`src/design/assert_macros.svh`:
```
// assertion macros used by the top-level design file
// no dependencies; define SYNTH to drop all checks
`ifndef ASSERT_MACROS_SVH
`define ASSERT_MACROS_SVH

`ifndef SYNTH
// antecedent implies consequent in the same cycle
`define ASSERT_IMP(name, clk, rst_n, ante, cons) \
    name: assert property (@(posedge clk) disable iff (!(rst_n)) (ante) |-> (cons)) \
        else $error("assertion failed: ante |-> cons");
// antecedent implies consequent in the next cycle
`define ASSERT_NXT(name, clk, rst_n, ante, cons) \
    name: assert property (@(posedge clk) disable iff (!(rst_n)) (ante) |=> (cons)) \
        else $error("assertion failed: ante |=> cons");
`else
`define ASSERT_IMP(name, clk, rst_n, ante, cons)
`define ASSERT_NXT(name, clk, rst_n, ante, cons)
`endif

`endif

```
`src/design/skf_pkg.sv`:
```
// shared types and constants of the scalar kalman filter
// no dependencies
package skf_pkg;

    localparam int unsigned DATA_W    = 32;
    localparam int unsigned SAMPLE_W  = 16;
    localparam int unsigned GAIN_W    = 17;
    localparam int unsigned FRAC_W    = 16;
    localparam int unsigned CFG_IDX_W = 8;
    localparam int unsigned CNT_W     = 5;

    // register indexes
    localparam logic [CFG_IDX_W-1:0] REG_PROCESS_NOISE     = 8'd0;
    localparam logic [CFG_IDX_W-1:0] REG_MEASUREMENT_NOISE = 8'd1;
    localparam logic [CFG_IDX_W-1:0] REG_INITIAL_ESTIMATE  = 8'd2;
    localparam logic [CFG_IDX_W-1:0] REG_INITIAL_VARIANCE  = 8'd3;

    // reset values
    localparam logic [DATA_W-1:0] RST_PROCESS_NOISE     = 32'd65;
    localparam logic [DATA_W-1:0] RST_MEASUREMENT_NOISE = 32'd65536;
    localparam logic [DATA_W-1:0] RST_INITIAL_ESTIMATE  = 32'd0;
    localparam logic [DATA_W-1:0] RST_INITIAL_VARIANCE  = 32'd65536;

    // unity gain in q1.16
    localparam logic [GAIN_W-1:0] GAIN_ONE = 17'h10000;

    typedef enum logic [2:0] {
        S_IDLE,
        S_SETUP,
        S_DIV,
        S_MULX,
        S_UPDX,
        S_UPDV,
        S_OUT
    } t_state;

    typedef struct packed {
        logic accept;
        logic setup;
        logic div_step;
        logic mul_x;
        logic upd_x;
        logic upd_v;
        logic out_load;
    } t_cmd;

    typedef struct packed {
        logic div_done;
    } t_status;

endpackage

```
`src/design/skf_ctrl.sv`:
```
// sequencer of the scalar kalman filter: one word at a time
// depends on skf_pkg
module skf_ctrl (
    input  logic             i_clk,
    input  logic             i_rst_n,
    input  logic             i_in_valid,
    output logic             o_in_stall,
    output logic             o_out_valid,
    input  logic             i_out_stall,
    input  skf_pkg::t_status i_status,
    output skf_pkg::t_cmd    o_cmd
);
    import skf_pkg::*;

    t_state r_state, n_state;
    logic   r_out_valid, n_out_valid;

    // next state
    always_comb begin
        n_state = r_state;
        case (r_state)
            S_IDLE:  if (i_in_valid) n_state = S_SETUP;
            S_SETUP: n_state = S_DIV;
            S_DIV:   if (i_status.div_done) n_state = S_MULX;
            S_MULX:  n_state = S_UPDX;
            S_UPDX:  n_state = S_UPDV;
            S_UPDV:  n_state = S_OUT;
            S_OUT:   if (!r_out_valid || !i_out_stall) n_state = S_IDLE;
            default: n_state = S_IDLE;
        endcase
    end

    // commands to the datapath
    always_comb begin
        o_cmd          = '0;
        o_in_stall     = 1'b1;
        case (r_state)
            S_IDLE: begin
                o_in_stall   = 1'b0;
                o_cmd.accept = i_in_valid;
            end
            S_SETUP: o_cmd.setup    = 1'b1;
            S_DIV:   o_cmd.div_step = 1'b1;
            S_MULX:  o_cmd.mul_x    = 1'b1;
            S_UPDX:  o_cmd.upd_x    = 1'b1;
            S_UPDV:  o_cmd.upd_v    = 1'b1;
            S_OUT:   o_cmd.out_load = !r_out_valid || !i_out_stall;
            default: o_cmd          = '0;
        endcase
    end

    // output word holding register flag
    always_comb begin
        n_out_valid = r_out_valid;
        if (o_cmd.out_load) begin
            n_out_valid = 1'b1;
        end else if (!i_out_stall) begin
            n_out_valid = 1'b0;
        end
    end

    always_ff @(posedge i_clk) begin
        if (!i_rst_n) begin
            r_state     <= S_IDLE;
            r_out_valid <= 1'b0;
        end else begin
            r_state     <= n_state;
            r_out_valid <= n_out_valid;
        end
    end

    assign o_out_valid = r_out_valid;

endmodule

```
`src/design/skf_dp.sv`:
```
// datapath of the scalar kalman filter: state, registers, divider, multiplier
// depends on skf_pkg
module skf_dp (
    input  logic                                i_clk,
    input  logic                                i_rst_n,
    input  skf_pkg::t_cmd                       i_cmd,
    output skf_pkg::t_status                    o_status,
    input  logic                                i_cfg_we,
    input  logic [skf_pkg::CFG_IDX_W-1:0]       i_cfg_index,
    input  logic [skf_pkg::DATA_W-1:0]          i_cfg_data,
    input  logic signed [skf_pkg::SAMPLE_W-1:0] i_sample,
    output logic signed [skf_pkg::DATA_W-1:0]   o_estimate,
    output logic [skf_pkg::GAIN_W-1:0]          o_gain
);
    import skf_pkg::*;

    logic [DATA_W-1:0]          r_pn, r_mn, r_est, r_var;
    logic [DATA_W-1:0]          r_pred;
    logic [SAMPLE_W-1:0]        r_sample;
    logic [DATA_W:0]            r_sum;
    logic                       r_sum_zero;
    logic [DATA_W+1:0]          r_rem;
    logic [GAIN_W-1:0]          r_quo;
    logic [CNT_W-1:0]           r_cnt;
    logic [DATA_W:0]            r_diff;
    logic signed [GAIN_W+DATA_W+1:0] r_prod;
    logic [DATA_W-1:0]          r_out_est;
    logic [GAIN_W-1:0]          r_out_gain;

    logic [DATA_W:0]            w_pred_full;
    logic [DATA_W+1:0]          w_trial;
    logic                       w_ge;
    logic [GAIN_W-1:0]          w_gain;
    logic signed [GAIN_W:0]     w_mul_a;
    logic signed [DATA_W+1:0]   w_mul_b;
    logic signed [GAIN_W+DATA_W+1:0] w_prod;
    logic [DATA_W+4:0]          w_nx;
    logic                       w_fits;
    logic [DATA_W-1:0]          w_est_next;

    // predicted variance, saturating
    assign w_pred_full = {1'b0, r_var} + {1'b0, r_pn};

    // one restoring division step per cycle; first step has no shift
    assign w_trial = (r_cnt == CNT_W'(GAIN_W - 1)) ? r_rem : {r_rem[DATA_W:0], 1'b0};
    assign w_ge    = w_trial >= {1'b0, r_sum};
    assign o_status.div_done = (r_cnt == '0);

    // gain is zero when the denominator is zero
    assign w_gain = r_sum_zero ? '0 : r_quo;

    // shared multiplier: gain * diff, then (1 - gain) * pred
    assign w_mul_a = i_cmd.upd_x ? {1'b0, GAIN_ONE - w_gain} : {1'b0, w_gain};
    assign w_mul_b = i_cmd.upd_x ? {2'b00, r_pred} : {r_diff[DATA_W], r_diff};
    assign w_prod  = w_mul_a * w_mul_b;

    // estimate plus floored step, clamped to 32 bits signed
    assign w_nx   = {{2{r_prod[GAIN_W+DATA_W+1]}}, r_prod[GAIN_W+DATA_W+1:FRAC_W]}
                  + {{5{r_est[DATA_W-1]}}, r_est};
    assign w_fits = (w_nx[DATA_W+4:DATA_W-1] == '0) || (w_nx[DATA_W+4:DATA_W-1] == '1);
    always_comb begin
        if (w_fits) begin
            w_est_next = w_nx[DATA_W-1:0];
        end else if (w_nx[DATA_W+4]) begin
            w_est_next = {1'b1, {(DATA_W-1){1'b0}}};
        end else begin
            w_est_next = {1'b0, {(DATA_W-1){1'b1}}};
        end
    end

    // configuration and filter state
    always_ff @(posedge i_clk) begin
        if (!i_rst_n) begin
            r_pn  <= RST_PROCESS_NOISE;
            r_mn  <= RST_MEASUREMENT_NOISE;
            r_est <= RST_INITIAL_ESTIMATE;
            r_var <= RST_INITIAL_VARIANCE;
        end else begin
            if (i_cfg_we) begin
                case (i_cfg_index)
                    REG_PROCESS_NOISE:     r_pn  <= i_cfg_data;
                    REG_MEASUREMENT_NOISE: r_mn  <= i_cfg_data;
                    REG_INITIAL_ESTIMATE:  r_est <= i_cfg_data;
                    REG_INITIAL_VARIANCE:  r_var <= i_cfg_data;
                    default: ;
                endcase
            end
            if (i_cmd.upd_x) r_est <= w_est_next;
            if (i_cmd.upd_v) r_var <= r_prod[DATA_W+FRAC_W-1:FRAC_W];
        end
    end

    // working registers
    always_ff @(posedge i_clk) begin
        if (i_cmd.accept) begin
            r_sample <= i_sample;
            r_pred   <= w_pred_full[DATA_W] ? '1 : w_pred_full[DATA_W-1:0];
        end
        if (i_cmd.setup) begin
            r_sum      <= {1'b0, r_pred} + {1'b0, r_mn};
            r_sum_zero <= (r_pred == '0) && (r_mn == '0);
            r_rem      <= {2'b00, r_pred};
            r_quo      <= '0;
            r_cnt      <= CNT_W'(GAIN_W - 1);
            r_diff     <= {r_sample[SAMPLE_W-1], r_sample, {FRAC_W{1'b0}}}
                        - {r_est[DATA_W-1], r_est};
        end
        if (i_cmd.div_step) begin
            r_rem <= w_ge ? (w_trial - {1'b0, r_sum}) : w_trial;
            r_quo <= {r_quo[GAIN_W-2:0], w_ge};
            r_cnt <= r_cnt - 1'b1;
        end
        if (i_cmd.mul_x || i_cmd.upd_x) begin
            r_prod <= w_prod;
        end
        if (i_cmd.out_load) begin
            r_out_est  <= r_est;
            r_out_gain <= w_gain;
        end
    end

    assign o_estimate = r_out_est;
    assign o_gain     = r_out_gain;

endmodule

```
`src/design/scalar_kalman_filter.sv`:
```
// scalar kalman filter top level: one sample word in, one estimate/gain word out
// the gain comes from a radix-2 restoring divider, run between setup and the multiplies
// the next sample is taken once the last result is loaded, also while that result waits
// reset (synchronous, active low) loads the default noise and initial state values
// depends on skf_pkg, skf_ctrl, skf_dp and assert_macros.svh
`include "assert_macros.svh"

module scalar_kalman_filter (
    input  logic                                i_clk,
    input  logic                                i_rst_n,
    input  logic                                i_valid,
    output logic                                o_stall,
    input  logic signed [skf_pkg::SAMPLE_W-1:0] i_sample,
    output logic                                o_valid,
    input  logic                                i_stall,
    output logic signed [skf_pkg::DATA_W-1:0]   o_estimate,
    output logic [skf_pkg::GAIN_W-1:0]          o_gain,
    input  logic                                i_cfg_valid,
    output logic                                o_cfg_ready,
    input  logic [skf_pkg::CFG_IDX_W-1:0]       i_cfg_index,
    input  logic [skf_pkg::DATA_W-1:0]          i_cfg_data
);
    import skf_pkg::*;

    t_cmd    w_cmd;
    t_status w_status;

    // configuration writes are always taken
    assign o_cfg_ready = 1'b1;

    skf_ctrl u_ctrl (
        .i_clk       (i_clk),
        .i_rst_n     (i_rst_n),
        .i_in_valid  (i_valid),
        .o_in_stall  (o_stall),
        .o_out_valid (o_valid),
        .i_out_stall (i_stall),
        .i_status    (w_status),
        .o_cmd       (w_cmd)
    );

    skf_dp u_dp (
        .i_clk       (i_clk),
        .i_rst_n     (i_rst_n),
        .i_cmd       (w_cmd),
        .o_status    (w_status),
        .i_cfg_we    (i_cfg_valid && o_cfg_ready),
        .i_cfg_index (i_cfg_index),
        .i_cfg_data  (i_cfg_data),
        .i_sample    (i_sample),
        .o_estimate  (o_estimate),
        .o_gain      (o_gain)
    );

    // checks
    `ASSERT_IMP(a_gain_range, i_clk, i_rst_n, o_valid, o_gain <= GAIN_ONE)
    `ASSERT_NXT(a_busy_after_accept, i_clk, i_rst_n, w_cmd.accept, o_stall)
    `ASSERT_NXT(a_load_gives_valid, i_clk, i_rst_n, w_cmd.out_load, o_valid)
    `ASSERT_IMP(a_one_cmd, i_clk, i_rst_n, 1'b1, $onehot0(w_cmd))

endmodule
```
`config.mk`:
```
export PLATFORM = sky130hd
export DESIGN_NAME = scalar_kalman_filter
export DESIGN_NICKNAME = d
export VERILOG_FILES = /design/src/design/skf_pkg.sv /design/src/design/skf_ctrl.sv /design/src/design/skf_dp.sv /design/src/design/scalar_kalman_filter.sv
export VERILOG_INCLUDE_DIRS = /design/src /design/src/design
export SDC_FILE = /design/constraint.sdc
export NUM_CORES = 2
export LEC_CHECK = 0
export BUFFER_PORTS_ARGS = -buffer_cell sky130_fd_sc_hd__buf_2
export CORE_MARGIN = 2
export CORE_UTILIZATION = 40
export DETAILED_ROUTE_END_ITERATION = 7
export PLACE_DENSITY = 0.58
export SKIP_LAST_GASP = 1
export SYNTH_ARGS = -nofsm -noshare
export SYNTH_HDL_FRONTEND = slang
export SYNTH_SLANG_ARGS = --single-unit
```
`constraint.sdc`:
```
create_clock -name i_clk -period 9.7 [get_ports i_clk]
set_input_delay 1.94 -clock i_clk [delete_from_list [all_inputs] [get_ports i_clk]]
set_output_delay 1.94 -clock i_clk [all_outputs]
set_load 0.005 [all_outputs]
```
==> flow_summary.yaml <==
run_status:
  status: "completed"
clock_tree:
  cts_resized: 0
  clk_latency_ps: 620
  htreeDepth: 2
  numCtsBuffers: 46
  post_cts_buffers: 0
  clkSinkCount: 387
  cts-root-buf: "clkbuf_16"
  hold_buffers: 0
  cts_tree: "built"
  clock_path_buffers: 3
  clk_pin_slew_ps: 70
timing:
  tightest_slew_ps: 1190
  setup_violations: 0
  worst_slack_ps: 541
  layout_worst_path_cycle_share_pct: 94.4
  finalSetupTns_ps: 0
  slew_headroom_pct: 20.3
  finalClockSkew_ps: 40.7
  rsz0062_at_grt: "no"
  fmax_mhz: 109
  period_needed_ps: 9160
  finalMaxSlewViolations: 0
  hold_violations: 0
  hold_ws_ps: 467
placed_design:
  placed_cell_area_um2: 44100
  io_buffers: 111
  hpwl_um: 99600
  pre_cts_slack_ps: 580
  gp_congestion: 0.944
  dp.cells: 5898
grt:
  antenna_found_initial: 0
  grt_max_degree: 68
  overflow: 0
  grt_pass1_wl_um: 194000
  grt_pass1_vias: 31800
  track_usage_pct: 23.8
run:
  cap_viol_max_count: 0
power_and_ir_drop:
  power_leakage_nw: 21.9
  p_per_area_nw_per_um2: 316
  power_mw: 14.5
  ir_drop_v: 0.000428
finish:
  antenna_cells: 0
  final_core_util_pct: 44.3
  final_cell_count_no_fill: 5983
  syn_to_final_growth_pct: 9.77
  fill_cells: 10100
  nets: 5433
  design_area_um2: 45800
  drive_gt1_share_pct: 8.23
die:
  die_x_um: 327
  io_pins: 113
  die_h_um: 327
  rows: 118
  core_um2: 103000
  die-area_um2: 107000
  initial_core_util_pct: 40.4
logic_synthesis:
  synth_edf_count: 255
  synth-main-ff-cell: "edfxtp_1"
  yosys_register_bits: 387
  ys_seq_area_share_pct: 24.7
  async_reset_ff_share_pct: 0
  ys_warn_count: 0
  yosysTopAreaCellShare_pct: 25.8
  syn_area_per_cell_um2: 9.26
  yosysTopAreaCell: "fa_1"
  syn_area_um2: 41800
  synth_nets: 5379
  syn_inst: 4512
  synth_area_leaders: "fa_1 26%, edfxtp_1 18%, ha_1 8.0%"
  synthDistinctLibCells: 92
worst_setup_path:
  regToRegStartpoint: "u_dp.r_sum_zero"
  path_class: "reg2reg"
  endpoint_kind: "flip-flop"
  r2r_slack_ps: 540
  worstSetupStartpoint: "u_dp.r_sum_zero"
  crit_required_ps: 10050
  arrival_ps: 9510
  startpoint_type: "flip-flop"
  worst_path_dominant_cell_family: "adder cells"
  crit_path_frequent_cell: "fa_1"
  cp_slowest_cell: "edfxtp_1"
  slowest_delay_ps: 630
  timing.critical_path.buf_inv: 6
  cp_max_fo: 20
detailed_routing:
  drc: 0
  drt_wl_total_um: 127000
  ant_nets: 0
  dr_total_vias: 31900
  first_pass_iters: 8
  wl_per_cell_um: 21.2
  drt_iter0_drc: 2214
  avgViaCountPerCell: 5.34
hold_path:
  hp-start: "u_dp.r_pn[27]"
  hold_path_class: "reg2reg"
## per-layer routing
metal | global-route usage [%] | up-vias | wire length [um]
met5 | 0 | - | 0
met4 | 8.03 | 0 | 4630
met3 | 3.19 | 202 | 7420
met2 | 38.7 | 999 | 58600
met1 | 32.6 | 16000 | 55900
li1 | - | 14800 | -
## placed cells by master (no fill, tap or decap), types with 110 or more instances in the layout
cell	Yosys	routed
dfxtp_1	132	132
nor2_1	274	272
fa_1	538	538
ha_1	268	268
inv_1	695	695
a21oi_1	188	186
edfxtp_1	255	255
nand2_1	786	784
xnor2_1	137	127
o21ai_0	144	143
buf_2	14	110
## final timing paths
| path | endpoint | depth (start not counted) |
|---|---|---|
| max | u_dp.r_prod[47] | 31 |
| min | u_dp.r_pn[27] | 2 |
| max reg2reg | u_dp.r_prod[47] | 31 |
| min reg2reg | u_dp.r_pn[27] | 2 |
## layout make-up
type	count	area (um^2)	share of cell area, %
timing repair buffer	189	1160	2.52
tap	1380	1730	3.77
multi-input combinational	3247	28300	61.8
inverter	695	2610	5.69
clock buffer	62	1320	2.87
clock inverter	23	414	0.903
sequential	387	10300	22.5
## synth_stat cells (14+ instances only)
cell type    n
a21oi_2     14
nand2_1    786
nor2b_1     38
mux2_2      33
o21a_1      20
nand4_1     23
a211oi_1    14
and3_1      18
edfxtp_1   255
nor3_1      31
dfxtp_1    132
o21ai_0    144
a21boi_0    74
o211a_1     32
nand3_1     59
clkbuf_1   148
nor4_1      27
fa_1       538
ha_1       268
mux2i_1     94
a31oi_1     16
a21o_1      88
xor2_1      62
a21oi_1    188
buf_2       14
o21bai_1    27
nor2_1     274
o31ai_1     19
nand2b_1    27
inv_1      695
and2_1      47
xnor2_1    137
## state kept, by name, summed over array words and instances (netlist names)
signal / flops
u_dp.r_pred: 32
u_dp.r_prod: 35
u_dp.o_estimate: 32
u_dp.r_diff: 33
u_dp.r_cnt: 5
u_dp.o_gain: 17
u_dp.r_quo: 17
u_dp.r_mn: 32
u_dp.r_est: 32
u_dp.r_sum_zero: 1
u_dp.r_rem: 34
u_dp.r_pn: 32
u_dp.r_sum: 33
u_ctrl.o_out_valid: 1
u_dp.r_sample: 16
u_ctrl.r_state: 3
u_dp.r_var: 32
## cells by family after synthesis
family                   synth area share (%)
AND/OR/NAND/NOR                          14.1
buffers and inverters                    8.06
adder cells (fa/ha/maj)                  33.8
AO/OA/AOI/OAI                            12.0
flip-flops                               24.7
XOR/XNOR                                 4.17
multiplexers                             3.14
other                                 0.00898
## power breakdown
part,switching (mW),internal (mW),total (mW)
combinational,5.85,4.10,9.95
sequential,0.142,2.39,2.54
clock,0.780,1.23,2.01
## worst reg2reg max path, delay by kind of cell, from the launching register on
family	cells	cell delay, ps
fa+ha+maj	8	3480
compound gates	10	2180
simple gates	5	1000
buf+inv	6	890
xor+xnor	2	710
flops	1	630
Power figures use the tool's default switching activity.
